==> src/design/pidt_pkg.sv <==
`timescale 1ns / 1ps
// ----------------------------------------------------------------------------
// pidt_pkg: shared types and constants for the timed PID controller
// Field widths, payload structs, register indexes and the interfaces
// between the front end, the job queue, the divider and the back end.
// ----------------------------------------------------------------------------
package pidt_pkg;

  // Fixed field widths.
  localparam int SAMPLE_BITS   = 10;
  localparam int TIME_BITS     = 32;
  localparam int GAIN_BITS     = 16;
  localparam int DRIVE_BITS    = 32;
  localparam int CFG_IDX_BITS  = 2;
  localparam int CFG_DATA_BITS = 16;

  // Derived arithmetic widths.
  localparam int ERR_BITS      = SAMPLE_BITS + 1;
  localparam int DIFF_BITS     = ERR_BITS + 1;
  localparam int DIFF_MAG_BITS = DIFF_BITS - 1;
  localparam int DERIV_FRAC    = 8;
  localparam int DIVIDEND_BITS = DIFF_MAG_BITS + DERIV_FRAC;
  localparam int RATE_BITS     = DIVIDEND_BITS + 1;
  localparam int INC_BITS      = ERR_BITS + TIME_BITS + 1;
  localparam int ILIMIT_LOG    = 50;
  localparam int ILIMIT_BITS   = ILIMIT_LOG + 1;
  localparam int SUM_BITS      = 64;

  // Defaults for the top-level parameters.
  localparam int INTEGRAL_BITS_DEFAULT  = 48;
  localparam int GAIN_FRAC_BITS_DEFAULT = 8;

  // Job queue depth.
  localparam int QUEUE_DEPTH = 2;

  // Configuration register indexes.
  localparam logic [CFG_IDX_BITS-1:0] REG_TARGET_LEVEL = 2'd0;
  localparam logic [CFG_IDX_BITS-1:0] REG_PROP_GAIN    = 2'd1;
  localparam logic [CFG_IDX_BITS-1:0] REG_INTEG_GAIN   = 2'd2;
  localparam logic [CFG_IDX_BITS-1:0] REG_DERIV_GAIN   = 2'd3;

  // Configuration reset values.
  localparam logic [SAMPLE_BITS-1:0] TARGET_LEVEL_RESET = 10'd0;
  localparam logic [GAIN_BITS-1:0]   PROP_GAIN_RESET    = 16'd512;
  localparam logic [GAIN_BITS-1:0]   INTEG_GAIN_RESET   = 16'd1280;
  localparam logic [GAIN_BITS-1:0]   DERIV_GAIN_RESET   = 16'd256;

  // Input item.
  typedef struct packed {
    logic [SAMPLE_BITS-1:0] measured;
    logic [TIME_BITS-1:0]   now_ms;
  } in_item_t;

  // Result item.
  typedef struct packed {
    logic signed [DRIVE_BITS-1:0] drive;
    logic                         clipped;
    logic                         zero_interval;
  } out_item_t;

  // Gains handed to the back end.
  typedef struct packed {
    logic [GAIN_BITS-1:0] prop_gain;
    logic [GAIN_BITS-1:0] integ_gain;
    logic [GAIN_BITS-1:0] deriv_gain;
  } gains_t;

  // One classified job, as the front end leaves it.
  typedef struct packed {
    logic signed [ERR_BITS-1:0] err;
    logic [DIFF_MAG_BITS-1:0]   diff_mag;
    logic                       diff_neg;
    logic [TIME_BITS-1:0]       interval;
    logic                       zero_interval;
  } job_t;

  // Queue write side.
  typedef struct packed {
    logic push;
    job_t job;
  } q_wr_t;

  // Queue read side.
  typedef struct packed {
    logic valid;
    job_t job;
  } q_rd_t;

  // Divider request and response.
  typedef struct packed {
    logic                     start;
    logic [DIVIDEND_BITS-1:0] dividend;
    logic [TIME_BITS-1:0]     divisor;
  } div_req_t;

  typedef struct packed {
    logic                     busy;
    logic [DIVIDEND_BITS-1:0] quotient;
  } div_rsp_t;

endpackage

==> src/design/pidt_front.sv <==
`timescale 1ns / 1ps
// ----------------------------------------------------------------------------
// pidt_front: input front end of the timed PID controller
// Accepts samples, forms the error, the error change and the interval,
// flags a zero interval and pushes one job per item into the queue.
// ----------------------------------------------------------------------------
module pidt_front (
  input  logic                             clk,
  input  logic                             rst,
  input  logic [pidt_pkg::SAMPLE_BITS-1:0] target_level,
  input  logic                             in_valid,
  output logic                             in_stall,
  input  pidt_pkg::in_item_t               in_item,
  input  logic                             q_ready,
  output pidt_pkg::q_wr_t                  q_wr
);
  import pidt_pkg::*;

  logic signed [ERR_BITS-1:0]  prev_error;
  logic [TIME_BITS-1:0]        prev_time;
  logic signed [ERR_BITS-1:0]  err;
  logic signed [DIFF_BITS-1:0] diff;
  logic [TIME_BITS-1:0]        interval;
  logic                        accept;

  // An item is taken whenever the queue has room.
  assign in_stall = !q_ready;
  assign accept   = in_valid && q_ready;

  // Classify the item against the previous one.
  always_comb begin
    err      = $signed({1'b0, target_level}) - $signed({1'b0, in_item.measured});
    diff     = DIFF_BITS'(err) - DIFF_BITS'(prev_error);
    interval = in_item.now_ms - prev_time;

    q_wr.push              = accept;
    q_wr.job.err           = err;
    q_wr.job.diff_neg      = diff[DIFF_BITS-1];
    q_wr.job.diff_mag      = diff[DIFF_BITS-1] ? DIFF_MAG_BITS'(-diff)
                                               : DIFF_MAG_BITS'(diff);
    q_wr.job.interval      = interval;
    q_wr.job.zero_interval = (interval == '0);
  end

  // Previous error and timestamp follow every accepted item.
  always_ff @(posedge clk) begin
    if (rst) begin
      prev_error <= '0;
      prev_time  <= '0;
    end else if (accept) begin
      prev_error <= err;
      prev_time  <= in_item.now_ms;
    end
  end

endmodule

==> config.mk <==
export PLATFORM = sky130hd
export DESIGN_NAME = pidt_front
export DESIGN_NICKNAME = d
export VERILOG_FILES = /design/src/design/pidt_pkg.sv /design/src/design/pidt_front.sv
export SDC_FILE = /design/constraint.sdc
export NUM_CORES = 1
export LEC_CHECK = 0
export BUFFER_PORTS_ARGS = -buffer_cell sky130_fd_sc_hd__buf_2
export CORE_UTILIZATION = 55
export DETAILED_ROUTE_END_ITERATION = 6
export GPL_ROUTABILITY_DRIVEN = 0
export PLACE_DENSITY = 0.85
export SLEW_MARGIN = 15
export SYNTH_ARGS = -nofsm -noshare
export SYNTH_HDL_FRONTEND = slang
export SYNTH_SLANG_ARGS = --single-unit
==> constraint.sdc <==
create_clock -name clk -period 5.6 [get_ports clk]
set_input_delay 0.84 -clock clk [delete_from_list [all_inputs] [get_ports clk]]
set_output_delay 0.84 -clock clk [all_outputs]
set_load 0.01 [all_outputs]
==> qor.yml, run 1 <==
synth:
  synth_area_per_cell_um2: 7.03
  synth_cells: 675
  yosysSeqAreaShare_pct: 18.2
  synth-edff-count: 0
  yosysTopAreaCell: "dfxtp_1"
  netlist_area_um2: 4740
  synthTopCellsByArea: "dfxtp_1 (18%), ha_1 (14%), nand2_1 (9.1%), a21oi_1 (8.2%), inv_1 (6.0%)"
  synth_top_area_share_pct: 18.2
  ys_types: 73
  synth_seq_cells: 43
  synth_fp_nets: 787
  ys_warn_count: 0
  synthFlopType: "dfxtp_1"
  synth-async-reset-ratio_pct: 0
clock_tree:
  cts_tree: "built"
  cts_max_path_buffers: 2
  clk_latency_ns: 0.31
  path_clk_slew_ns: 0.09
  cts.sinks: 43
  htreeDepth: 2
  post_cts_buffers: 0
  cts-buffers-inserted: 5
  root_buffer: "clkbuf_8"
timing:
  worst_slew_margin_rel_pct: 39.1
  skew_ns: 0
  max_freq_mhz: 189
  min_period_over_period_pct: 94.6
  max_slew.worst_pin.slew_ns: 0.914
  hold_viol: 0
  holdWs_ns: 0.459
  setup_tns_ns: 0
  rsz0062_at_grt: "no"
  slew_violations: 0
  period_needed_ns: 5.30
  setup-violations-final: 0
global_routing:
  grt_busiest_layer: "met2"
  gr-usage-met2_pct: 46.8
  overflow: 0
  grt_pass1_wl_um: 19600
  antenna_found_initial: 0
  use_met1_pct: 32.7
  grt_pass1_vias: 4570
  grtUsageTotal_pct: 26.9
  grt_max_degree: 49
  grt_use_met3_pct: 4.59
worst_setup_path:
  endpoint: "q_wr[44]"
  critPathRequiredTime_ns: 4.76
  worstPathCellList: "buf_2, inv_1, ha_1, nor2b_1, o21ai_0, a21boi_0, o21ai_1, a21boi_0, o21ai_0, nor2b_1, xnor2_1, ha_1, a21oi_1, a21oi_1, xnor2_1, or4_1, o21ai_1, xnor2_1, buf_2"
  cp_max_fo: 3
  critPathLaunch: "in_item[33]"
  r2r-start: "prev_error[1]"
  cp.depth: 19
  crit_slowest_cell: "or4_1"
  critical-path-top-delay-family: "compound AO/OA/AOI/OAI gates"
  critPathKind: "in -> out"
  crit_path_end_kind: "primary output"
  rr_endpoint: "prev_error[1]"
  reg2regPathDepth: 2
  cp_num_buf_inv: 3
  start_kind: "input pin"
  crit_arrival_ns: 4.46
  crit_top_cell: "xnor2_1"
  r2r_slack_ns: 4.83
  critPathMaxStageDelay_ns: 0.51
floorplanning:
  rows: 33
  die_area_um2: 9000
  start_util_pct: 57.1
  core_um2: 8300
  die_h_um: 94.9
  die-width_um: 94.9
  ios: 114
finish:
  final_cells: 873
  layout.nets: 879
  diodes: 0
  syn2layout_area_growth_pct: 14.7
  postLayoutCoreUtil_pct: 65.6
  drive_gt1_share_pct: 19.1
  nFillCells: 729
drt:
  vias: 5033
  routedWlPerCell_um: 13.9
  first_iter_violations: 266
  drt_first_pass_iters: 5
  wl_um: 12100
  drc: 0
  postRouteAntennaNets: 0
  vias_per_cell: 5.77
run:
  maxCapViolCount: 0
power_and_ir_drop:
  irDropWorstVdd_v: 0.000148
  power_density_nw_per_um2: 250
  leakage_nw: 2.37
status:
  status: "finished clean"
place:
  dp.cells: 865
  dpl.hpwl_um: 9460
  io_buffer_count: 113
min_path:
  worstHoldStart: "prev_error[4]"
  min_path_type: "reg -> reg"
==> Yosys cell counts, types with 3 or more instances <==
cell,count
nand2_1,115
a21oi_1,78
inv_1,76
ha_1,53
nor2_1,44
dfxtp_1,43
xnor2_1,31
o21ai_0,26
clkbuf_1,24
xor2_1,12
a21o_1,11
nand3_1,10
o21ai_1,10
nor2b_1,8
a211oi_1,7
a31oi_1,7
nor3_1,7
or3_1,7
nand4_1,6
o31ai_1,6
buf_2,5
nand2b_1,5
or2_2,5
a21boi_0,4
nor4_1,4
o21bai_1,4
and3_1,3
fa_1,3
o211ai_1,3
o21a_1,3
or4_1,3
==> sequential cells by signal, summed over array words and instances, names as in the netlist <==
name,count
prev_time,32
prev_error,11
==> worst min path at each step <==
stage	depth (start not counted)	to
4_1_cts	2	prev_error[4]
2_1_floorplan	2	prev_error[2]
3_5_place_dp	2	prev_error[4]
3_3_place_gp	2	prev_time[17]
5_1_grt	2	prev_time[7]
6_report	2	prev_error[4]
==> area by class of cell <==
| class | instances | area (um2) | area share (%) |
|---|---|---|---|
| Clock buffer | 5 | 68.8 | 1.26 |
| Clock inverter | 3 | 43.8 | 0.805 |
| Inverter | 77 | 289 | 5.31 |
| Multi-Input combinational cell | 524 | 3460 | 63.6 |
| Sequential cell | 43 | 861 | 15.8 |
| Tap cell | 105 | 131 | 2.41 |
| Timing Repair Buffer | 116 | 588 | 10.8 |
==> placed cells by master, fill, tap and decap left out, types with 6 or more instances in the layout <==
cell type / instances
nor2b_1: 8
o21ai_1: 11
a211oi_1: 7
inv_1: 76
a21oi_1: 78
xor2_1: 12
nand4_1: 6
nand3_1: 10
a31oi_1: 7
o31ai_1: 6
or3_1: 7
ha_1: 53
o21ai_0: 25
xnor2_1: 31
buf_2: 113
nor3_1: 7
a21o_1: 11
dfxtp_1: 43
nor2_1: 44
nand2_1: 115
==> logic make-up (layout without fill, tap and decap cells) <==
family | count (synthesis) | in the layout | share of synthesized area (%)
buffers and inverters | 108 | 201 | 8.92
XOR/XNOR | 43 | 43 | 7.94
adder cells (fa/ha/maj) | 56 | 56 | 15.3
AND/OR/NAND/NOR | 232 | 232 | 23.0
flip-flops | 43 | 43 | 18.2
AO/OA/AOI/OAI | 193 | 193 | 26.7
==> power breakdown <==
part           total (W)  internal (W)  switching, W
logic           0.000775      0.000322      0.000453
registers       0.000330      0.000322    0.00000824
clock network   0.000252      0.000133      0.000119
total            0.00136      0.000777      0.000581
==> timing repair <==
item,in CTS,in global routing
endpoints found under the setup margin,0,6
gates resized for setup,0,3
hold buffers,0,0
==> routing by layer <==
metal | vias to the layer above | wire [um]
li1 | 2510 | -
met1 | 2295 | 5330
met2 | 195 | 5730
met3 | 33 | 710
met4 | 0 | 340
met5 | - | 0
==> worst reg2reg max path, stage by stage, from the launching register on <==
cell and delay (ns):
dfxtp_1 0.40, nor2_1 0.07, a211oi_1 0.22
==> per-stage QoR <==
step	worst slack [ns]	cell area, um2	total power (W)
after floorplan	0.500	4740	0.000872
after global placement	0.317	5330	0.00108
after detailed placement	0.184	5330	0.00110
after CTS	0.171	5440	0.00135
after global routing	0.0229	5440	0.00146
final	0.303	5440	0.00136
No activity file was read; power rests on OpenSTA's default activity.
==> run 2, diff against run 1 <==
--- a/config.mk
+++ b/config.mk
@@ -6,10 +6,10 @@
 export NUM_CORES = 1
 export LEC_CHECK = 0
 export BUFFER_PORTS_ARGS = -buffer_cell sky130_fd_sc_hd__buf_2
-export CORE_UTILIZATION = 55
+export CORE_UTILIZATION = 38
 export DETAILED_ROUTE_END_ITERATION = 6
 export GPL_ROUTABILITY_DRIVEN = 0
-export PLACE_DENSITY = 0.85
+export PLACE_DENSITY = 0.63
 export SLEW_MARGIN = 15
 export SYNTH_ARGS = -nofsm -noshare
 export SYNTH_HDL_FRONTEND = slang
==> constraint.sdc (replaced) <==
create_clock -name clk -period 5.9 [get_ports clk]
set_input_delay 0.885 -clock clk [delete_from_list [all_inputs] [get_ports clk]]
set_output_delay 0.885 -clock clk [all_outputs]
set_load 0.01 [all_outputs]
==> qor.yml, run 2 (same netlist as run 1, synthesis figures left out) <==
finish:
  nFillCells: 1290
  most-common-layout-cells: "nand2_1 (115), buf_2 (113), a21oi_1 (78)"
  drive_gt1_share_pct: 19.0
  postLayoutCoreUtil_pct: 45.8
  syn2layout_area_growth_pct: 17.0
  diodes: 0
  layout.nets: 879
  largest_reg_flops: 32
  reg.largest.list: "prev_time x32, prev_error x11"
  final_common_cell: "nand2_1"
  top_register: "prev_time"
clock_tree:
  root_buffer: "clkbuf_16"
  clk_latency_ns: 0.30
  cts.sinks: 43
  post_cts_buffers: 0
  cts_max_path_buffers: 2
  cts-buffers-inserted: 5
  cts_hold_buf: 0
  path_clk_slew_ns: 0.06
  htreeDepth: 2
  cts_tree: "built"
  cts.repair.resized: 0
worst_setup_path:
  critPathRequiredTime_ns: 5.02
  critPathKind: "in -> out"
  cp_max_fo: 3
  critPathMaxStageDelay_ns: 0.51
  reg2regPathDepth: 2
  crit_path_end_kind: "primary output"
  r2r-start: "prev_error[1]"
  critical-path-top-delay-family: "compound AO/OA/AOI/OAI gates"
  crit_slowest_cell: "or4_1"
  crit_arrival_ns: 4.66
  worstPathCellList: "buf_2, inv_1, ha_1, fa_1, nor2b_1, o21ai_0, a21boi_0, o21ai_0, a21boi_0, nor2_1, ha_1, or2_2, a21oi_1, a21oi_1, xnor2_1, or4_1, o21ai_1, xnor2_1, buf_2"
  rr_endpoint: "prev_error[1]"
  start_kind: "input pin"
  cp_num_buf_inv: 3
  r2r_slack_ns: 5.15
global_routing:
  grtUsageTotal_pct: 20.0
  grt_pass1_vias: 4516
  grt_pass1_wl_um: 20800
  grt_max_degree: 49
  antenna_found_initial: 0
  overflow: 0
min_path:
  min_path_type: "reg -> reg"
  hold_path_end: "prev_error[3]"
  worstHoldStart: "prev_error[3]"
  hold_depth: 2
timing:
  max_freq_mhz: 180
  postLayoutSetupSlackWorst_ns: 0.357
  worst_slew_margin_rel_pct: 36.9
  hold_viol: 0
  rsz0062_at_grt: "no"
  setup-violations-final: 0
  setup_tns_ns: 0
  skew_ns: 0
  min_period_over_period_pct: 93.9
  max_slew.worst_pin.slew_ns: 0.947
  period_needed_ns: 5.54
  slew_violations: 0
power_and_ir_drop:
  irDropWorstVdd_v: 0.000130
  fin_total_pwr_w: 0.00133
  power_density_nw_per_um2: 240
  leakage_nw: 2.38
drt:
  drc: 0
  postRouteAntennaNets: 0
  wl_um: 12700
  drt_first_pass_iters: 4
  vias_per_cell: 5.21
  routedWlPerCell_um: 13.5
  first_iter_violations: 277
  vias: 4869
floorplanning:
  ios: 114
  rows: 40
  start_util_pct: 39.2
  die_area_um2: 12900
  die_h_um: 114
  core_um2: 12100
  die-width_um: 114
place:
  place_ws_ns: 0.387
  dpl.hpwl_um: 9970
  io_buffer_count: 113
status:
  status: "finished clean"
run:
  maxCapViolCount: 0
## run 2: cell types whose count changed in the layout (fill, tap and decap cells not counted), sizes merged
cell / delta
clkinv: -1
bufinv: -1
clkbuf: +1
## run 2: area by class of cell
class	instances	area, um2	area share (%)
clock inverters	1	5.00	0.0902
flip-flops and latches	43	861	15.5
repair buffers	116	588	10.6
clock buffers	6	139	2.50
well taps	168	210	3.79
multi-input cells	524	3460	62.3
inverters	77	289	5.21
## run 2: through the flow
| stage | cell area, um2 | instances | hold WS, ns |
|---|---|---|---|
| finish | 5550 | 935 | 0.452 |
| global route | 5550 | 935 | 0.476 |
| CTS | 5550 | 935 | 0.455 |
| detailed placement | 5410 | 928 | 0.446 |
| global placement | 5410 | 928 | 0.442 |
| floorplan | 4740 | 675 | 0.436 |
## run 2: worst min-delay path, delay by kind of cell (launching register included)
family / cells / cell delay (ns)
AO/OA/AOI/OAI: 1 / 0.05
flip-flops: 1 / 0.31
AND/OR/NAND/NOR: 1 / 0.05
## run 2: layer usage
metal  vias up  GRT usage (%)  share of wire (%)
met3        18           3.67                4.3
met2       116           33.3                 47
li1       2509              -                  -
met1      2226           25.5                 47
met4         0           7.37                1.8
met5         -           2.35                  0
## run 2: how the worst max path moves through the flow
| stage | start | end | cells after the start |
|---|---|---|---|
| after CTS | target_level[0] | q_wr[44] | 19 |
| final | target_level[0] | q_wr[44] | 19 |
| after floorplan | target_level[0] | q_wr[38] | 18 |
| after global routing | target_level[0] | q_wr[44] | 19 |
| after global placement | target_level[0] | q_wr[44] | 19 |
| after detailed placement | target_level[0] | q_wr[44] | 19 |
## run 2: report_power, final
group / leakage [nW] / internal, W / switching, W
clock network: 0.0727 / 0.000166 / 0.000122
logic: 1.95 / 0.000305 / 0.000427
registers: 0.352 / 0.000306 / 0.00000760
total: 2.38 / 0.000777 / 0.000556
==> run 3, diff against run 2 <==
--- a/config.mk
+++ b/config.mk
@@ -6,10 +6,12 @@
 export NUM_CORES = 1
 export LEC_CHECK = 0
 export BUFFER_PORTS_ARGS = -buffer_cell sky130_fd_sc_hd__buf_2
-export CORE_UTILIZATION = 38
+export CELL_PAD_IN_SITES_DETAIL_PLACEMENT = 1
+export CELL_PAD_IN_SITES_GLOBAL_PLACEMENT = 2
+export CORE_UTILIZATION = 30
 export DETAILED_ROUTE_END_ITERATION = 6
 export GPL_ROUTABILITY_DRIVEN = 0
-export PLACE_DENSITY = 0.63
+export PLACE_DENSITY = 0.85
 export SLEW_MARGIN = 15
 export SYNTH_ARGS = -nofsm -noshare
 export SYNTH_HDL_FRONTEND = slang
==> qor.yml, run 3 (same netlist as run 1, synthesis figures left out) <==
finish:
  syn2layout_area_growth_pct: 18.7
  most-common-layout-cells: "nand2_1 (115), buf_2 (113), a21oi_1 (78)"
  seqCellArea_um2: 861
  layout.nets: 882
  multiInputGateArea_um2: 3470
  finalInstanceArea_um2: 5630
  drive_gt1_share_pct: 19.2
  top_register: "prev_time"
  reg.largest.list: "prev_time x32, prev_error x11"
  largest_reg_flops: 32
  nFillCells: 2021
  final_common_cell: "nand2_1"
timing:
  hold_viol: 0
  skew_ns: 0
  rsz0062_at_grt: "no"
  period_needed_ns: 5.51
  min_period_over_period_pct: 93.3
  setup_tns_ns: 0
  setup-violations-final: 0
  slew_violations: 0
  postLayoutSetupSlackWorst_ns: 0.393
  worst_slew_margin_rel_pct: 33.4
  max_slew.worst_pin.slew_ns: 0.999
  max_freq_mhz: 182
drt:
  drc: 0
  first_iter_violations: 201
  vias_per_cell: 5.13
  drt_first_pass_iters: 4
  postRouteAntennaNets: 0
  routedWlPerCell_um: 15.6
  vias: 5047
  wl_um: 15300
place:
  dpl.hpwl_um: 12100
  placed_cell_area_um2: 5460
  io_buffer_count: 113
  place_ws_ns: 0.313
status:
  status: "finished clean"
clock_tree:
  clk_latency_ns: 0.31
  cts-buffers-inserted: 5
  cts_hold_buf: 0
  htreeDepth: 2
  cts.sinks: 43
  cts_tree: "built"
  root_buffer: "clkbuf_16"
  path_clk_slew_ns: 0.07
  cts_max_path_buffers: 2
floorplanning:
  ios: 114
  start_util_pct: 31.0
  die_area_um2: 16300
  rows: 45
  die_h_um: 128
  die-width_um: 128
  core_um2: 15300
power_and_ir_drop:
  power_density_nw_per_um2: 243
  leakage_nw: 2.39
  irDropWorstVdd_v: 0.000110
worst_setup_path:
  r2r_slack_ns: 5.14
  critPathKind: "in -> out"
  crit_arrival_ns: 4.62
  start_kind: "input pin"
  r2r-start: "prev_error[9]"
  critPathRequiredTime_ns: 5.02
  reg2regPathDepth: 2
  crit_path_end_kind: "primary output"
  cp_max_fo: 3
  rr_endpoint: "prev_error[9]"
global_routing:
  grt_max_degree: 49
  overflow: 0
  grt_pass1_vias: 5285
  grt_pass1_wl_um: 25400
  antenna_found_initial: 1
  grtUsageTotal_pct: 19.3
min_path:
  hold_path_end: "prev_time[5]"
  worstHoldStart: "prev_time[5]"
  min_path_type: "reg -> reg"
  hold_depth: 2
run:
  maxCapViolCount: 0
-- run 3: cell types whose count changed in the layout (fill, tap and decap cells not counted), sizes merged --
cell,before,now
buf,116,118
diode,0,1
a31o,1,2
clkinvlp,0,1
-- run 3: repair_timing --
item	in CTS	in global routing
gates resized for setup	0	3
buffers inserted	0	2
setup endpoints to repair	0	5
-- run 3: final cells by class --
class	instances	share of cell area (%)
timing repair buffer	118	10.7
clock buffer	6	2.29
clock inverter	2	0.222
tap	211	4.69
inverter	77	5.14
antenna	1	0.0445
multi-input combinational	525	61.6
sequential	43	15.3
-- run 3: power by group --
group	internal [W]	switching (W)
clock network	0.000157	0.000130
logic	0.000312	0.000455
registers	0.000306	0.00000800
-- run 3: worst max path at each step --
stage	startpoint	end	slack, ns	cells past startpoint
finish	target_level[0]	q_wr[44]	0.39	19
global placement	target_level[0]	q_wr[44]	0.46	19
floorplan	target_level[0]	q_wr[38]	0.71	18
CTS	target_level[0]	q_wr[44]	0.30	19
detailed placement	target_level[0]	q_wr[44]	0.31	19
global route	target_level[0]	q_wr[44]	0.01	19
-- run 3: layer usage --
layer	part of all wire, %	GRT usage [%]	vias to the layer above
li1	-	-	2519
met1	46	23.8	2426
met2	49	34.0	84
met3	3.2	2.92	18
met4	2.1	7.13	0
met5	0	0	-
-- run 3: metrics by stage --
| stage | total power (W) | utilization, % | hold WS, ns | std cells |
|---|---|---|---|---|
| final | 0.00137 | 36.7 | 0.458 | 983 |
| after CTS | 0.00138 | 36.6 | 0.459 | 979 |
| after global placement | 0.00105 | 35.7 | 0.442 | 971 |
| after global routing | 0.00147 | 36.7 | 0.487 | 983 |
| after detailed placement | 0.00108 | 35.7 | 0.450 | 971 |
| after floorplan | 0.000828 | - | 0.436 | 675 |
-- run 3: critical path: stages --
cell and delay, ns:
buf_2 0.07, inv_1 0.03, ha_1 0.22, fa_1 0.41, nor2b_1 0.12, o21ai_0 0.10, a21boi_0 0.24, o21ai_0 0.16
a21boi_1 0.23, nor2_1 0.10, ha_1 0.31, or2_2 0.30, a21oi_1 0.20, a21oi_1 0.10, xnor2_1 0.19, or4_1 0.51
o21ai_1 0.16, xnor2_1 0.13, buf_2 0.15
