File: src/design/pidt_pkg.sv
`timescale 1ns / 1ps
// ----------------------------------------------------------------------------
// pidt_pkg: shared types and constants for the timed PID controller
// Field widths, payload structs, register indexes and the interfaces
// between the front end, the job queue, the divider and the back end.
// ----------------------------------------------------------------------------
package pidt_pkg;

  // Fixed field widths.
  localparam int SAMPLE_BITS   = 10;
  localparam int TIME_BITS     = 32;
  localparam int GAIN_BITS     = 16;
  localparam int DRIVE_BITS    = 32;
  localparam int CFG_IDX_BITS  = 2;
  localparam int CFG_DATA_BITS = 16;

  // Derived arithmetic widths.
  localparam int ERR_BITS      = SAMPLE_BITS + 1;
  localparam int DIFF_BITS     = ERR_BITS + 1;
  localparam int DIFF_MAG_BITS = DIFF_BITS - 1;
  localparam int DERIV_FRAC    = 8;
  localparam int DIVIDEND_BITS = DIFF_MAG_BITS + DERIV_FRAC;
  localparam int RATE_BITS     = DIVIDEND_BITS + 1;
  localparam int INC_BITS      = ERR_BITS + TIME_BITS + 1;
  localparam int ILIMIT_LOG    = 50;
  localparam int ILIMIT_BITS   = ILIMIT_LOG + 1;
  localparam int SUM_BITS      = 64;

  // Defaults for the top-level parameters.
  localparam int INTEGRAL_BITS_DEFAULT  = 48;
  localparam int GAIN_FRAC_BITS_DEFAULT = 8;

  // Job queue depth.
  localparam int QUEUE_DEPTH = 2;

  // Configuration register indexes.
  localparam logic [CFG_IDX_BITS-1:0] REG_TARGET_LEVEL = 2'd0;
  localparam logic [CFG_IDX_BITS-1:0] REG_PROP_GAIN    = 2'd1;
  localparam logic [CFG_IDX_BITS-1:0] REG_INTEG_GAIN   = 2'd2;
  localparam logic [CFG_IDX_BITS-1:0] REG_DERIV_GAIN   = 2'd3;

  // Configuration reset values.
  localparam logic [SAMPLE_BITS-1:0] TARGET_LEVEL_RESET = 10'd0;
  localparam logic [GAIN_BITS-1:0]   PROP_GAIN_RESET    = 16'd512;
  localparam logic [GAIN_BITS-1:0]   INTEG_GAIN_RESET   = 16'd1280;
  localparam logic [GAIN_BITS-1:0]   DERIV_GAIN_RESET   = 16'd256;

  // Input item.
  typedef struct packed {
    logic [SAMPLE_BITS-1:0] measured;
    logic [TIME_BITS-1:0]   now_ms;
  } in_item_t;

  // Result item.
  typedef struct packed {
    logic signed [DRIVE_BITS-1:0] drive;
    logic                         clipped;
    logic                         zero_interval;
  } out_item_t;

  // Gains handed to the back end.
  typedef struct packed {
    logic [GAIN_BITS-1:0] prop_gain;
    logic [GAIN_BITS-1:0] integ_gain;
    logic [GAIN_BITS-1:0] deriv_gain;
  } gains_t;

  // One classified job, as the front end leaves it.
  typedef struct packed {
    logic signed [ERR_BITS-1:0] err;
    logic [DIFF_MAG_BITS-1:0]   diff_mag;
    logic                       diff_neg;
    logic [TIME_BITS-1:0]       interval;
    logic                       zero_interval;
  } job_t;

  // Queue write side.
  typedef struct packed {
    logic push;
    job_t job;
  } q_wr_t;

  // Queue read side.
  typedef struct packed {
    logic valid;
    job_t job;
  } q_rd_t;

  // Divider request and response.
  typedef struct packed {
    logic                     start;
    logic [DIVIDEND_BITS-1:0] dividend;
    logic [TIME_BITS-1:0]     divisor;
  } div_req_t;

  typedef struct packed {
    logic                     busy;
    logic [DIVIDEND_BITS-1:0] quotient;
  } div_rsp_t;

endpackage

File: src/design/pidt_queue.sv
`timescale 1ns / 1ps
// ----------------------------------------------------------------------------
// pidt_queue: job queue between front end and back end
// A small first-in first-out buffer that lets the front end keep taking
// items while the back end is still working.
// ----------------------------------------------------------------------------
module pidt_queue (
  input  logic            clk,
  input  logic            rst,
  input  pidt_pkg::q_wr_t q_wr,
  output logic            q_ready,
  input  logic            q_pop,
  output pidt_pkg::q_rd_t q_rd
);
  import pidt_pkg::*;

  localparam int PTR_BITS = (QUEUE_DEPTH > 1) ? $clog2(QUEUE_DEPTH) : 1;
  localparam int CNT_BITS = $clog2(QUEUE_DEPTH + 1);

  job_t                entries [QUEUE_DEPTH];
  logic [PTR_BITS-1:0] wr_ptr;
  logic [PTR_BITS-1:0] rd_ptr;
  logic [CNT_BITS-1:0] count;
  logic                do_push;
  logic                do_pop;

  assign q_ready   = (count != CNT_BITS'(QUEUE_DEPTH));
  assign q_rd.valid = (count != '0);
  assign q_rd.job  = entries[rd_ptr];
  assign do_push   = q_wr.push && q_ready;
  assign do_pop    = q_pop && q_rd.valid;

  // Entry storage.
  always_ff @(posedge clk) begin
    if (do_push) begin
      entries[wr_ptr] <= q_wr.job;
    end
  end

  // Pointers and fill count.
  always_ff @(posedge clk) begin
    if (rst) begin
      wr_ptr <= '0;
      rd_ptr <= '0;
      count  <= '0;
    end else begin
      if (do_push) begin
        wr_ptr <= (wr_ptr == PTR_BITS'(QUEUE_DEPTH - 1)) ? '0 : wr_ptr + 1'b1;
      end
      if (do_pop) begin
        rd_ptr <= (rd_ptr == PTR_BITS'(QUEUE_DEPTH - 1)) ? '0 : rd_ptr + 1'b1;
      end
      if (do_push && !do_pop) begin
        count <= count + 1'b1;
      end else if (do_pop && !do_push) begin
        count <= count - 1'b1;
      end
    end
  end

endmodule

File: config.mk
export PLATFORM = sky130hd
export DESIGN_NAME = pidt_queue
export DESIGN_NICKNAME = d
export VERILOG_FILES = /design/src/design/pidt_pkg.sv /design/src/design/pidt_queue.sv
export SDC_FILE = /design/constraint.sdc
export NUM_CORES = 1
export LEC_CHECK = 0
export ABC_AREA = 0
export BUFFER_PORTS_ARGS = -buffer_cell sky130_fd_sc_hd__buf_2
export CAP_MARGIN = 15
export CORE_MARGIN = 4
export CORE_UTILIZATION = 50
export CTS_BUF_LIST = sky130_fd_sc_hd__clkbuf_2 sky130_fd_sc_hd__clkbuf_4 sky130_fd_sc_hd__clkbuf_8
export CTS_CLUSTER_DIAMETER = 120
export DETAILED_ROUTE_END_ITERATION = 8
export PLACE_DENSITY = 0.77
export SLEW_MARGIN = 15
export SYNTH_ARGS = -nofsm -noshare
export SYNTH_HDL_FRONTEND = slang
export SYNTH_SLANG_ARGS = --single-unit
export TNS_END_PERCENT = 5
File: constraint.sdc
create_clock -name clk -period 3.2 [get_ports clk]
set_clock_uncertainty 0.1 [all_clocks]
set_input_delay 0 -clock clk [delete_from_list [all_inputs] [get_ports clk]]
set_output_delay 0 -clock clk [all_outputs]
set_load 0.01 [all_outputs]
==> summary.md, run 1 <==
The starting utilization of the core area is 0.518, and the flop-to-flop setup slack is 1.17 ns. For the pin with the worst max-slew slack, the measured transition is 0.711 ns. For this design the total switching power over the nets is 1130 uW.

0 antenna diodes ended up in the layout. Before antenna repair, the detailed router went through 4 iterations. Overall power consumption after layout is estimated at 4350 uW. Post-route minimum period: 2.07 ns. The number of port buffers works out to 117. Yosys mapped the design onto 19 distinct sky130hd cell types.

The termination of the worst setup path was q_rd[40]. Hold is met by 0.222 ns. Number of nets with antenna violations after detailed routing: 0. A synthesized cell averages 21.6 um2. The die height came out at 100 um.

The most common cell after layout, fill and taps aside is buf_2. The maximum number of pins on one net before global-route repair was 33. The logs give 0.000485 V for the worst IR drop on VDD and 0.00228 uW for the reported leakage power.

The share of the core filled with cells was 0.723; the total DRC errors in the routed layout was 0. The run gives 0.526 as the worst slew margin relative to its limit. In this run the worst hold path is classified as in2reg.

After detailed routing, the number of vias per cell comes to 4.81. The clock network fraction of total power was 0.298. For the maximum clock frequency, the log shows 483 MHz. The number of antenna violations at the first check in global routing was 0; the number of max-cap violations was 0. The share of post-route cells with drive strength above 1 was 0.522. The synthesized design spends more area on one cell type than any other, namely edfxtp_1. The total global-route track usage was 0.167. The tools report the kind of start point of the critical path as a flop. Once the clock tree was built, the setup fixing pass inserted 0 buffers. Total of endpoints with negative setup slack in the final report: 0. After the last flow step, the layout net total stands at 451.

The flop and latch count out of synthesis is 117. The area added between synthesis and finish is 39.8%. Counting the fill cells in the layout gives 532. The number of placed I/O pins is 118. The ratio of total power to cell area is 728 nW/um2, and the synthesized instance count is 198. Yosys attributes the largest share of cell area to edfxtp_1 79%, mux2_2 15%, dfxtp_1 2.3%, buf_6 1.1%, xor2_1 0.61%. In this run the worst path has a maximum fanout of 32. The wire length of the first global-routing pass is 12.5 mm, and the share of the synthesized area in the top cell type is 0.787.

For the worst-skew pair, the clock arrives at the later sink with an insertion delay of 0.40 ns. For the count of synthesis-stage warnings from yosys, the log shows 0. The flow ran to the end, and the final reports show no timing, DRC or antenna violations. The total wire length was 7.93 mm; the aggregate global routing overflow was 0. The post-route fraction of the period consumed by the critical path is 0.647, and the proportion of power drawn by flip-flops and latches is 0.463. The worst path meets setup with 1.13 ns of slack. In this run the number of H-tree levels came out at 4. The floorplan step defined a core boundary enclosing 8260 um2. Adding up every negative setup slack in the final design gives 0 ns. At the worst endpoint, the required time is 3.10 ns. The switching part of the total was 0.261.

For the final hold violation count, the log shows 0. The logs give 3220 uW for the internal power contribution and 0.713 for the weighted congestion reported at the end of routability-driven placement. The run gives 2594 as the via count of the first global-routing pass. TritonCTS built the clock tree. In this run, CTS created clock tree buffers numbering 17.

Kind of critical path: reg2out. The die covers 10100 um2. Summing every instance area after synthesis gives 4270 um2. Detailed placement ended at an HPWL of 4.67 mm. The number of cell rows is 33.

The worst register-to-register path ends at entries[1][55]$_DFFE_PP_. Clock-pin slew was measured on the worst setup and hold paths at 0.07 ns. The post-placement setup slack was 1.19 ns. The combinational cell fraction of total power was 0.239.

In this run the critical register-to-register path is launched from count[0]$_SDFFE_PP0P_. The detailed router finished its first iteration with 112 violations. Dividing the detail-routed wire length by the instance count gives 15.6 um. STA puts the critical path data arrival time at 1.97 ns. The final-report max-slew violation count was 0. In the layout the commonest cells are 117 x buf_2, 112 x edfxtp_1, 59 x dlygate4sd3_1. For the worst flop-to-flop path, the logic depth is 3. The number of buffers on the longest clock path was 2. For this block, the via count after detailed routing is 2439. The worst setup path is captured at an output pin. The tools report the cell chosen for the clock root as clkbuf_8. CTS saw 117 sinks. Counting every net in the synthesized netlist gives 259. The sequential share of the synthesized area was 0.810. From left edge to right edge, the die measures 100 um. Setup repair after global routing left no endpoint under its margin.
==> worst min-delay path by stage <==
| stage | startpoint | endpoint | slack (ns) | depth (start not counted) |
|---|---|---|---|---|
| 5_1_grt | q_wr[19] | entries[1][19]$_DFFE_PP_ | 0.20 | 2 |
| 3_5_place_dp | q_wr[5] | entries[0][5]$_DFFE_PP_ | 0.09 | 1 |
| 2_1_floorplan | rst | count[1]$_SDFFE_PP0P_ | -0.03 | 1 |
| 4_1_cts | q_wr[5] | entries[0][5]$_DFFE_PP_ | 0.19 | 2 |
| 6_report | q_wr[37] | entries[0][37]$_DFFE_PP_ | 0.22 | 2 |
| 3_3_place_gp | q_wr[35] | entries[1][35]$_DFFE_PP_ | 0.09 | 1 |
==> flip-flops by register name (all words and copies together) (netlist names), named ones only <==
register  flops
count         2
entries     112
rd_ptr        1
wr_ptr        1
==> through the flow <==
stage / area (um2) / std cells
global placement: 5000 / 417
floorplan: 4270 / 198
CTS: 5970 / 507
detailed placement: 5000 / 417
finish: 5970 / 507
global route: 5970 / 507
==> repair_timing <==
item                                   in CTS  in global routing
hold buffers                               59                  0
endpoints found under the hold margin     117                  0
resized for setup                           0                  0
==> kinds of logic after synthesis <==
kind of cell,after synthesis,share of synthesized area
xor+xnor,3,0.00615
simple gates,9,0.0117
fa+ha+maj,1,0.00293
flops,117,0.810
buf+inv,7,0.0143
mux,56,0.148
compound gates,5,0.00703
==> synth_stat cells (all sizes together) <==
cell type / instances
nand2b: 1
ha: 1
a21bo: 1
and3: 1
dfxtp: 5
edfxtp: 112
nor2: 3
o21ai: 2
nand3b: 1
buf: 6
and2: 1
or2: 1
mux2: 56
a21oi: 2
or3: 1
xor2: 3
inv: 1
==> power groups by stage <==
stage | combinational (uW) | sequential (uW) | clock, uW
2_1_floorplan | 671 | 1990 | 0
3_3_place_gp | 972 | 2030 | 0
3_5_place_dp | 987 | 2050 | 0
4_1_cts | 1050 | 2010 | 1320
5_1_grt | 1120 | 2030 | 1420
6_report | 1040 | 2020 | 1300
==> critical path: stages, from the launching register on <==
cell     delay [ns]
dfxtp_2        0.75
buf_12         0.28
mux2_2         0.37
buf_2          0.14
==> cell type report <==
cell class / count / area, um2 / area share
Clock inverter: 12 / 138 / 0.0230
Inverter: 1 / 3.75 / 0.000628
Clock buffer: 19 / 249 / 0.0417
Multi-Input combinational cell: 74 / 751 / 0.126
Tap cell: 105 / 131 / 0.0220
Sequential cell: 117 / 3460 / 0.580
Timing Repair Buffer: 179 / 1240 / 0.207
==> metal layers <==
| metal | global-route usage | vias up | part of all wire |
|---|---|---|---|
| li1 | - | 1166 | - |
| met1 | 0.193 | 1169 | 0.40 |
| met2 | 0.284 | 94 | 0.51 |
| met3 | 0.0637 | 10 | 0.077 |
| met4 | 0.0591 | 0 | 0.010 |
| met5 | 0 | - | 0 |
No activity file was read; power rests on OpenSTA's default activity.
==> inputs of run 2 (changes only) <==
--- a/config.mk
+++ b/config.mk
@@ -5,15 +5,15 @@
 export SDC_FILE = /design/constraint.sdc
 export NUM_CORES = 1
 export LEC_CHECK = 0
-export ABC_AREA = 0
+export ABC_AREA = 1
 export BUFFER_PORTS_ARGS = -buffer_cell sky130_fd_sc_hd__buf_2
 export CAP_MARGIN = 15
 export CORE_MARGIN = 4
-export CORE_UTILIZATION = 50
+export CORE_UTILIZATION = 49
 export CTS_BUF_LIST = sky130_fd_sc_hd__clkbuf_2 sky130_fd_sc_hd__clkbuf_4 sky130_fd_sc_hd__clkbuf_8
 export CTS_CLUSTER_DIAMETER = 120
 export DETAILED_ROUTE_END_ITERATION = 8
-export PLACE_DENSITY = 0.77
+export PLACE_DENSITY = 0.78
 export SLEW_MARGIN = 15
 export SYNTH_ARGS = -nofsm -noshare
 export SYNTH_HDL_FRONTEND = slang
==> constraint.sdc (replaced) <==
create_clock -name clk -period 1.75 [get_ports clk]
set_clock_uncertainty 0.1 [all_clocks]
set_input_delay 0 -clock clk [delete_from_list [all_inputs] [get_ports clk]]
set_output_delay 0 -clock clk [all_outputs]
set_load 0.01 [all_outputs]
==> summary.md, run 2 <==
The share of flip-flops with an asynchronous set or reset after synthesis is 0 (unchanged), and the sequential share of the synthesized area is 0.779 (-0.0310). The tools report the kind of start point of the critical path as a flop. The starting utilization of the core area is 0.507 (-0.0104), and the wire length of the first global-routing pass is 13.0 mm (+3.6%). The proportion of power drawn by flip-flops and latches came out at 0.445 (-0.018). The flow ran to the end, and the final reports show no timing, DRC or antenna violations. For this run, the leading register cell type out of synthesis is edfxtp_1. The count of cell types in the netlist came out at 14 (-5). After synthesis, the cell types taking the most area are edfxtp_1 76%, mux2_4 14%, mux2_2 4.1%, dfxtp_1 2.3%, buf_6 1.3%.

The run gives 0 (unchanged) as the count of synthesis-stage warnings from yosys. The worst setup path is of the reg2out kind. For the number of placed I/O pins, the log shows 118 (unchanged).

For the number of buffers on the longest clock path, the log shows 2 (unchanged). In this run the critical register-to-register path is launched from count[1]$_SDFFE_PP0P_. For the post-detailed-placement half-perimeter wirelength, the log shows 5.10 mm (+9.2%).

For this run, the top clock speed supported by timing is 609 MHz. The worst IR drop on VDD is 0.000662 V (+37%). Setup repair after global routing left no endpoint under its margin.

The flop and latch count out of synthesis is 117 (unchanged). The internal power contribution was 6080 uW (+89%). For the number of filler instances in the final layout, the log shows 528 (-0.75%). The reported leakage power is 0.00254 uW (+11%).

Among all cell types in the netlist, the one instantiated most often is edfxtp_1. The worst hold path depth is 2 (unchanged). TritonCTS built the clock tree. The tools report the power dissipated by switching net loads as 2190 uW (+93%). The arrival time of the worst setup path is 1.54 ns (-0.43 ns). The post-place instance area is 5230 um2 (+4.8%). The post-layout worst setup margin is 0.107 ns (-1.02 ns), and the maximum number of pins on one net before global-route repair is 39 (+18%). In the layout the commonest cells are 112 x edfxtp_1, 99 x buf_2, 59 x dlygate4sd3_1. For the number of max-cap violations, the log shows 0 (unchanged). Via count of the first global-routing pass: 2693 (+3.8%). The logs give 0 (unchanged) for the number of nets with antenna violations after detailed routing and 6350 um2 (+6.3%) for the summed area of non-filler cells in the final layout.

The layout net count is 470 (+4.2%), and the worst endpoint required time is 1.65 ns (-1.45 ns). The tools report the total standard cell area after synthesis as 4440 um2 (+4.0%). The number of sinks on the clock net was 117 (unchanged); the clock transition at the register clock pins on the worst setup and hold paths after CTS was 0.07 ns (about the same). The flip-flop count of the largest register, all copies and words added is 112 (unchanged), and the depth of the most critical reg-to-reg path is 9 (+6).

The total of endpoints with negative setup slack in the final report came out at 0 (unchanged). Die height: 103 um (+2.8%). The worst slew margin relative to its limit was 0.825 (+0.299). Largest fanout on the critical path: 18 (-44%). The path category of the worst min-delay check was in2reg.

For the final worst hold slack, the log shows 0.216 ns (-0.00581 ns). The per-cell via count in the routed design was 4.79 (-0.50%). The area growth from synthesis to layout is 42.9%. The floorplan core area is 8760 um2 (+6.1%). The post-route fraction of the period consumed by the critical path was 0.939. The worst register-to-register path ends at count[1]$_SDFFE_PP0P_. The area of combinational cells with multiple inputs is 923 um2 (+23%), and the total DRC errors in the routed layout is 0 (unchanged). The largest stage delay on the critical path works out to 0.44 ns (-0.31 ns). Traced cell by cell, the critical path runs through buf_12, mux2_2, buf_2. The cell chosen for the clock root was clkbuf_8.

Switching part of the total: 0.264 (+0.00362). The measured slew at the worst slew-check pin was 0.262 ns (-0.448 ns); the number of flops mapped to enable cells by yosys was 112 (unchanged). The worst setup path is captured at an output pin. The later-pin clock latency in the skew report is 0.40 ns (about the same), and the clock network fraction of total power is 0.270 (-0.028). The tools report the final-report max-slew violation count as 0 (unchanged).

The combinational cell fraction of total power is 0.285 (+0.046), and the number of nets produced by synthesis is 272 (+5.0%). The register name with the most flops is entries. For the number of inserted diodes, the log shows 0 (unchanged).

The final hold violation count is 0 (unchanged). The DRC violation total after the first TritonRoute iteration came out at 76 (-32%). The largest registers in the layout are entries x112, count x2. The routed wirelength normalized by instance count was 16.3 um (+4.4%); the number of port buffers was 117 (unchanged). The aggregate global routing overflow is 0 (unchanged), and the total global-route track usage is 0.167 (+0.000554). The weighted congestion reported at the end of routability-driven placement is 0.816 (+14%).

The ratio of total power to cell area works out to 1300 nW/um2 (+79%). In this run the most critical hold path is launched from q_wr[49]. The number of cell rows was 34 (+3.0%); the share of post-route cells with drive strength above 1 was 0.518 (-0.00457).

The number of antenna violations at the first check in global routing is 0 (unchanged), and the number of buffers created by CTS is 17 (unchanged). Share of the synthesized area in the top cell type: 0.757 (-0.0301). The H-tree depth is 4 (unchanged). The floorplan die area came out at 10700 um2 (+5.6%). The total iterations of the first detailed-routing run is 6 (+2).

The total wire length is 8.64 mm (+8.9%), and the total number of vias is 2532 (+3.8%). The most common cell after layout, fill and taps aside is edfxtp_1. The post-placement setup slack is 0.213 ns (-0.975 ns). The synthesized instance count was 211 (+6.6%). On the critical path, the stage with the largest delay is an instance of dfxtp_4. The synthesized area per cell is 21.1 um2 (-2.4%). The commonest cells after synthesis are 112 x edfxtp_1, 40 x mux2_4, 16 x mux2_2. The synthesized design spends more area on one cell type than any other, namely edfxtp_1. The path with the worst hold slack has its endpoint at entries[1][49]$_DFFE_PP_. The die extent in x was 103 um (+2.8%); the flop-to-flop setup slack was 0.14 ns (-1.03 ns).

The routed design could run at a clock period as short as 1.64 ns. For the register cell area after layout, the log shows 3470 um2 (+0.11%).
[run 2: layout make-up]
| cell class | instances | share of cell area |
|---|---|---|
| multi-input cells | 80 | 0.145 |
| flip-flops and latches | 117 | 0.546 |
| inverters | 8 | 0.00473 |
| clock inverters | 12 | 0.0179 |
| repair buffers | 185 | 0.225 |
| well taps | 108 | 0.0213 |
| clock buffers | 19 | 0.0392 |
[run 2: worst max path at each step]
stage                               start                      end  slack, ns  cells past startpoint
global route        count[1]$_SDFFE_PP0P_    count[1]$_SDFFE_PP0P_       0.03                      9
floorplan           count[0]$_SDFFE_PP0P_  entries[0][0]$_DFFE_PP_      -0.14                      4
finish                               flop                 q_rd[51]       0.11                      3
detailed placement  count[1]$_SDFFE_PP0P_    count[1]$_SDFFE_PP0P_       0.21                      9
CTS                                  flop                 q_rd[35]      -0.04                      3
global placement    count[0]$_SDFFE_PP0P_    count[1]$_SDFFE_PP0P_       0.36                     10
[run 2: critical path, delay by kind of cell (launching register included)]
kind     cells  cell delay, ns
buf+inv      2            0.33
flops        1            0.44
mux          1            0.36
[run 2: logic make-up after synthesis]
group,after synthesis,synth area share
DFF,117,0.779
adders and majority gates,1,0.00281
and+or+nand+nor,19,0.0172
muxes,56,0.176
buffers and inverters,14,0.0206
AOI/OAI and AO/OA,4,0.00450
[run 2: power groups by stage]
stage	Combinational (uW)	Clock [uW]	Sequential, uW
after floorplan	1370	0	3690
after CTS	2310	2290	3690
after global routing	2530	2450	3720
final	2360	2230	3680
after detailed placement	2020	0	3750
after global placement	1990	0	3720
[run 2: layer usage]
metal,wire length (um),track usage
met1,3270,0.177
met2,4740,0.306
met3,547,0.0610
met4,79,0.0578
met5,0,0
[run 2: repair_timing]
action | CTS | global route
pin swaps | 0 | 0
resized for setup | 20 | 0
cloned | 0 | 1
hold buffers | 59 | 0
buffers inserted | 0 | 2
setup endpoints to repair | 29 | 40
hold endpoints to repair | 117 | 0
[run 2: metrics by stage]
step	setup TNS [ns]	util	power, uW	cells
floorplan	-14.30	-	5060	211
global placement	0	0.597	5710	436
detailed placement	0	0.597	5770	436
CTS	-0.133	0.720	8290	526
global route	0	0.725	8690	529
finish	0	0.725	8270	529
==> inputs of run 3 (changes only) <==
--- a/config.mk
+++ b/config.mk
@@ -8,12 +8,15 @@
 export ABC_AREA = 1
 export BUFFER_PORTS_ARGS = -buffer_cell sky130_fd_sc_hd__buf_2
 export CAP_MARGIN = 15
+export CELL_PAD_IN_SITES_DETAIL_PLACEMENT = 1
+export CELL_PAD_IN_SITES_GLOBAL_PLACEMENT = 2
 export CORE_MARGIN = 4
-export CORE_UTILIZATION = 49
+export CORE_UTILIZATION = 36
 export CTS_BUF_LIST = sky130_fd_sc_hd__clkbuf_2 sky130_fd_sc_hd__clkbuf_4 sky130_fd_sc_hd__clkbuf_8
 export CTS_CLUSTER_DIAMETER = 120
+export CTS_CLUSTER_SIZE = 25
 export DETAILED_ROUTE_END_ITERATION = 8
-export PLACE_DENSITY = 0.78
+export PLACE_DENSITY_LB_ADDON = 0.1
 export SLEW_MARGIN = 15
 export SYNTH_ARGS = -nofsm -noshare
 export SYNTH_HDL_FRONTEND = slang
==> summary.md, run 3 (synthesis gave the netlist of run 2 again) <==
The run finished with clean final reports. The logs give 599 MHz (-1.5%) for the maximum clock frequency and 4 (unchanged) for the H-tree depth. The run gives 14.6 mm (+12%) as the wire length of the first global-routing pass. For the weighted congestion reported at the end of routability-driven placement, the log shows 0.740 (-9.4%). Clock transition at the register clock pins on the worst setup and hold paths after CTS: 0.06 ns (about the same). The register name with the most flops is entries.

Setup repair after global routing could not meet its margin everywhere. Leaving out fill and tap cells, the most frequent cells in the layout are 117 x buf_2, 112 x edfxtp_1, 59 x dlygate4sd3_1. The worst setup path is captured at an output pin. The die extent in x is 119 um (+15%), and the worst slew margin relative to its limit is 0.785 (-0.0399).

The tools report the arrival time of the worst setup path as 1.57 ns (+0.03 ns). The critical path is of the reg2out type. The aggregate global routing overflow is 0 (unchanged), and the per-cell via count in the routed design is 4.30 (-10%).

The run gives 3470 um2 (unchanged) as the register cell area after layout. The tools report the worst endpoint required time as 1.65 ns (about the same). The path class of the tightest hold or removal check is in2reg. The number of non-filler instances in the completed layout is 589 (+11%). The tree is rooted in a clkbuf_8. The post-route fraction of the period consumed by the critical path is 0.953 (+0.0145).

The post-placement cell count was 495 (+14%). TritonCTS built the clock tree. The number of buffers on the longest clock path is 2 (unchanged). For the worst IR drop on VDD, the log shows 0.000619 V (-6.5%). The run gives 0 (unchanged) as the total of endpoints with negative setup slack in the final report. The final-report max-slew violation count is 0 (unchanged), and the number of filler instances in the final layout is 1151 (+120%). The logs give 0 (unchanged) for the final hold violation count and 0 (unchanged) for the number of max-cap violations. The tools report the total iterations of the first detailed-routing run as 4 (-2). The cell type of the slowest stage on the worst timing path was dfxtp_4.

For the post-detailed-placement half-perimeter wirelength, the log shows 5.58 mm (+9.5%). The signal on the critical path passes through buf_12, mux2_2, buf_2. The number of port buffers was 117 (unchanged); the area added between synthesis and finish was 43.4%. The flip-flop count of the largest register, all copies and words added is 112 (unchanged), and the number of cell rows is 40 (+18%).

The total global-route track usage was 0.135 (-0.0317); the number of inserted diodes was 0 (unchanged). The maximum number of pins on one net before global-route repair is 57 (+46%). The total negative setup slack is 0 ns (unchanged). The starting utilization of the core area was 0.368 (-0.139); the number of buffers created by CTS was 17 (unchanged).

The run gives 6370 um2 (+0.33%) as the summed area of non-filler cells in the final layout. The worst setup path is launched from a flop. The run gives 5310 um2 (+1.5%) as the post-place instance area. The post-route minimum period was 1.67 ns (+0.0254 ns). The die height came out at 119 um (+15%).

The total DRC errors in the routed layout is 0 (unchanged), and the final worst hold slack is 0.212 ns (-0.00430 ns). The DRC violation total after the first TritonRoute iteration was 94 (+24%); the area of combinational cells with multiple inputs was 923 um2 (unchanged). The layout net count came out at 469 (-0.21%). The number of sinks on the clock net is 117 (unchanged), and the number of nets with antenna violations after detailed routing is 0 (unchanged).

The routed wirelength normalized by instance count is 15.4 um (-5.5%). For the total number of vias, the log shows 2533 (+0.039%). The ratio of total power to cell area is 1330 nW/um2 (+2.1%), and the later-pin clock latency in the skew report is 0.41 ns (about the same).

The floorplan die area is 14200 um2 (+33%), and the via count of the first global-routing pass is 2856 (+6.1%). The largest registers in the layout are entries x112, count x2. The largest stage delay on the critical path came out at 0.44 ns (about the same). The library cell used most frequently in the layout, excluding fill and tap cells, is buf_2. The number of placed I/O pins was 118 (unchanged). The logs give 0.00252 uW (-0.82%) for the reported leakage power and 9.09 mm (+5.2%) for the total wire length. Floorplan core area: 12100 um2 (+38%). The measured slew at the worst slew-check pin is 0.322 ns (+0.0598 ns). The largest fanout on the critical path is 22 (+4), and the share of post-route cells with drive strength above 1 is 0.518 (unchanged).

The number of antenna violations at the first check in global routing came out at 0 (unchanged).
## run 3: cell type report
type,count,area share
tap,168,0.0330
multi-input combinational,80,0.145
inverter,8,0.00471
sequential,117,0.544
timing repair buffer,184,0.207
clock buffer,21,0.0414
clock inverter,11,0.0247
## run 3: critical path: cells and delay by family, from the launching register on
kind                   cells  cell delay [ns]
muxes                      1             0.36
buffers and inverters      2             0.36
DFF                        1             0.44
## run 3: through the flow
step	worst slack [ns]	power [uW]	utilization
after CTS	0.0111	8620	0.528
after detailed placement	0.288	5810	0.441
after floorplan	-0.139	5060	-
final	0.0818	8470	0.528
after global routing	-0.00371	8910	0.528
after global placement	0.324	5790	0.441
## run 3: timing repair
action	CTS	global route
pin swaps	0	0
resized for setup	0	2
hold buffers	59	0
endpoints found under the hold margin	117	0
setup endpoints to repair	42	12
gates cloned	1	0
setup buffers	2	0
## run 3: final timing paths
path / start / to / slack (ns) / cells after the start
hold reg to reg: rd_ptr$_SDFFE_PP0P_ / flop / 0.41 / 2
hold / removal: q_wr[0] / entries[0][0]$_DFFE_PP_ / 0.21 / 2
setup / recovery: flop / q_rd[52] / 0.08 / 3
setup reg to reg: count[1]$_SDFFE_PP0P_ / count[1]$_SDFFE_PP0P_ / 0.27 / 9
## run 3: where the power goes
part	switching, uW	internal, uW	total [uW]	leakage [uW]
registers	129	3540	3670	0.00109
clock network	989	1600	2590	0.000212
logic	1070	1140	2210	0.00122
total	2190	6280	8470	0.00252
## run 3: per-layer routing
layer	track usage	wire length [um]
met1	0.149	3660
met2	0.237	4850
met3	0.0437	417
met4	0.0630	161
met5	0	0
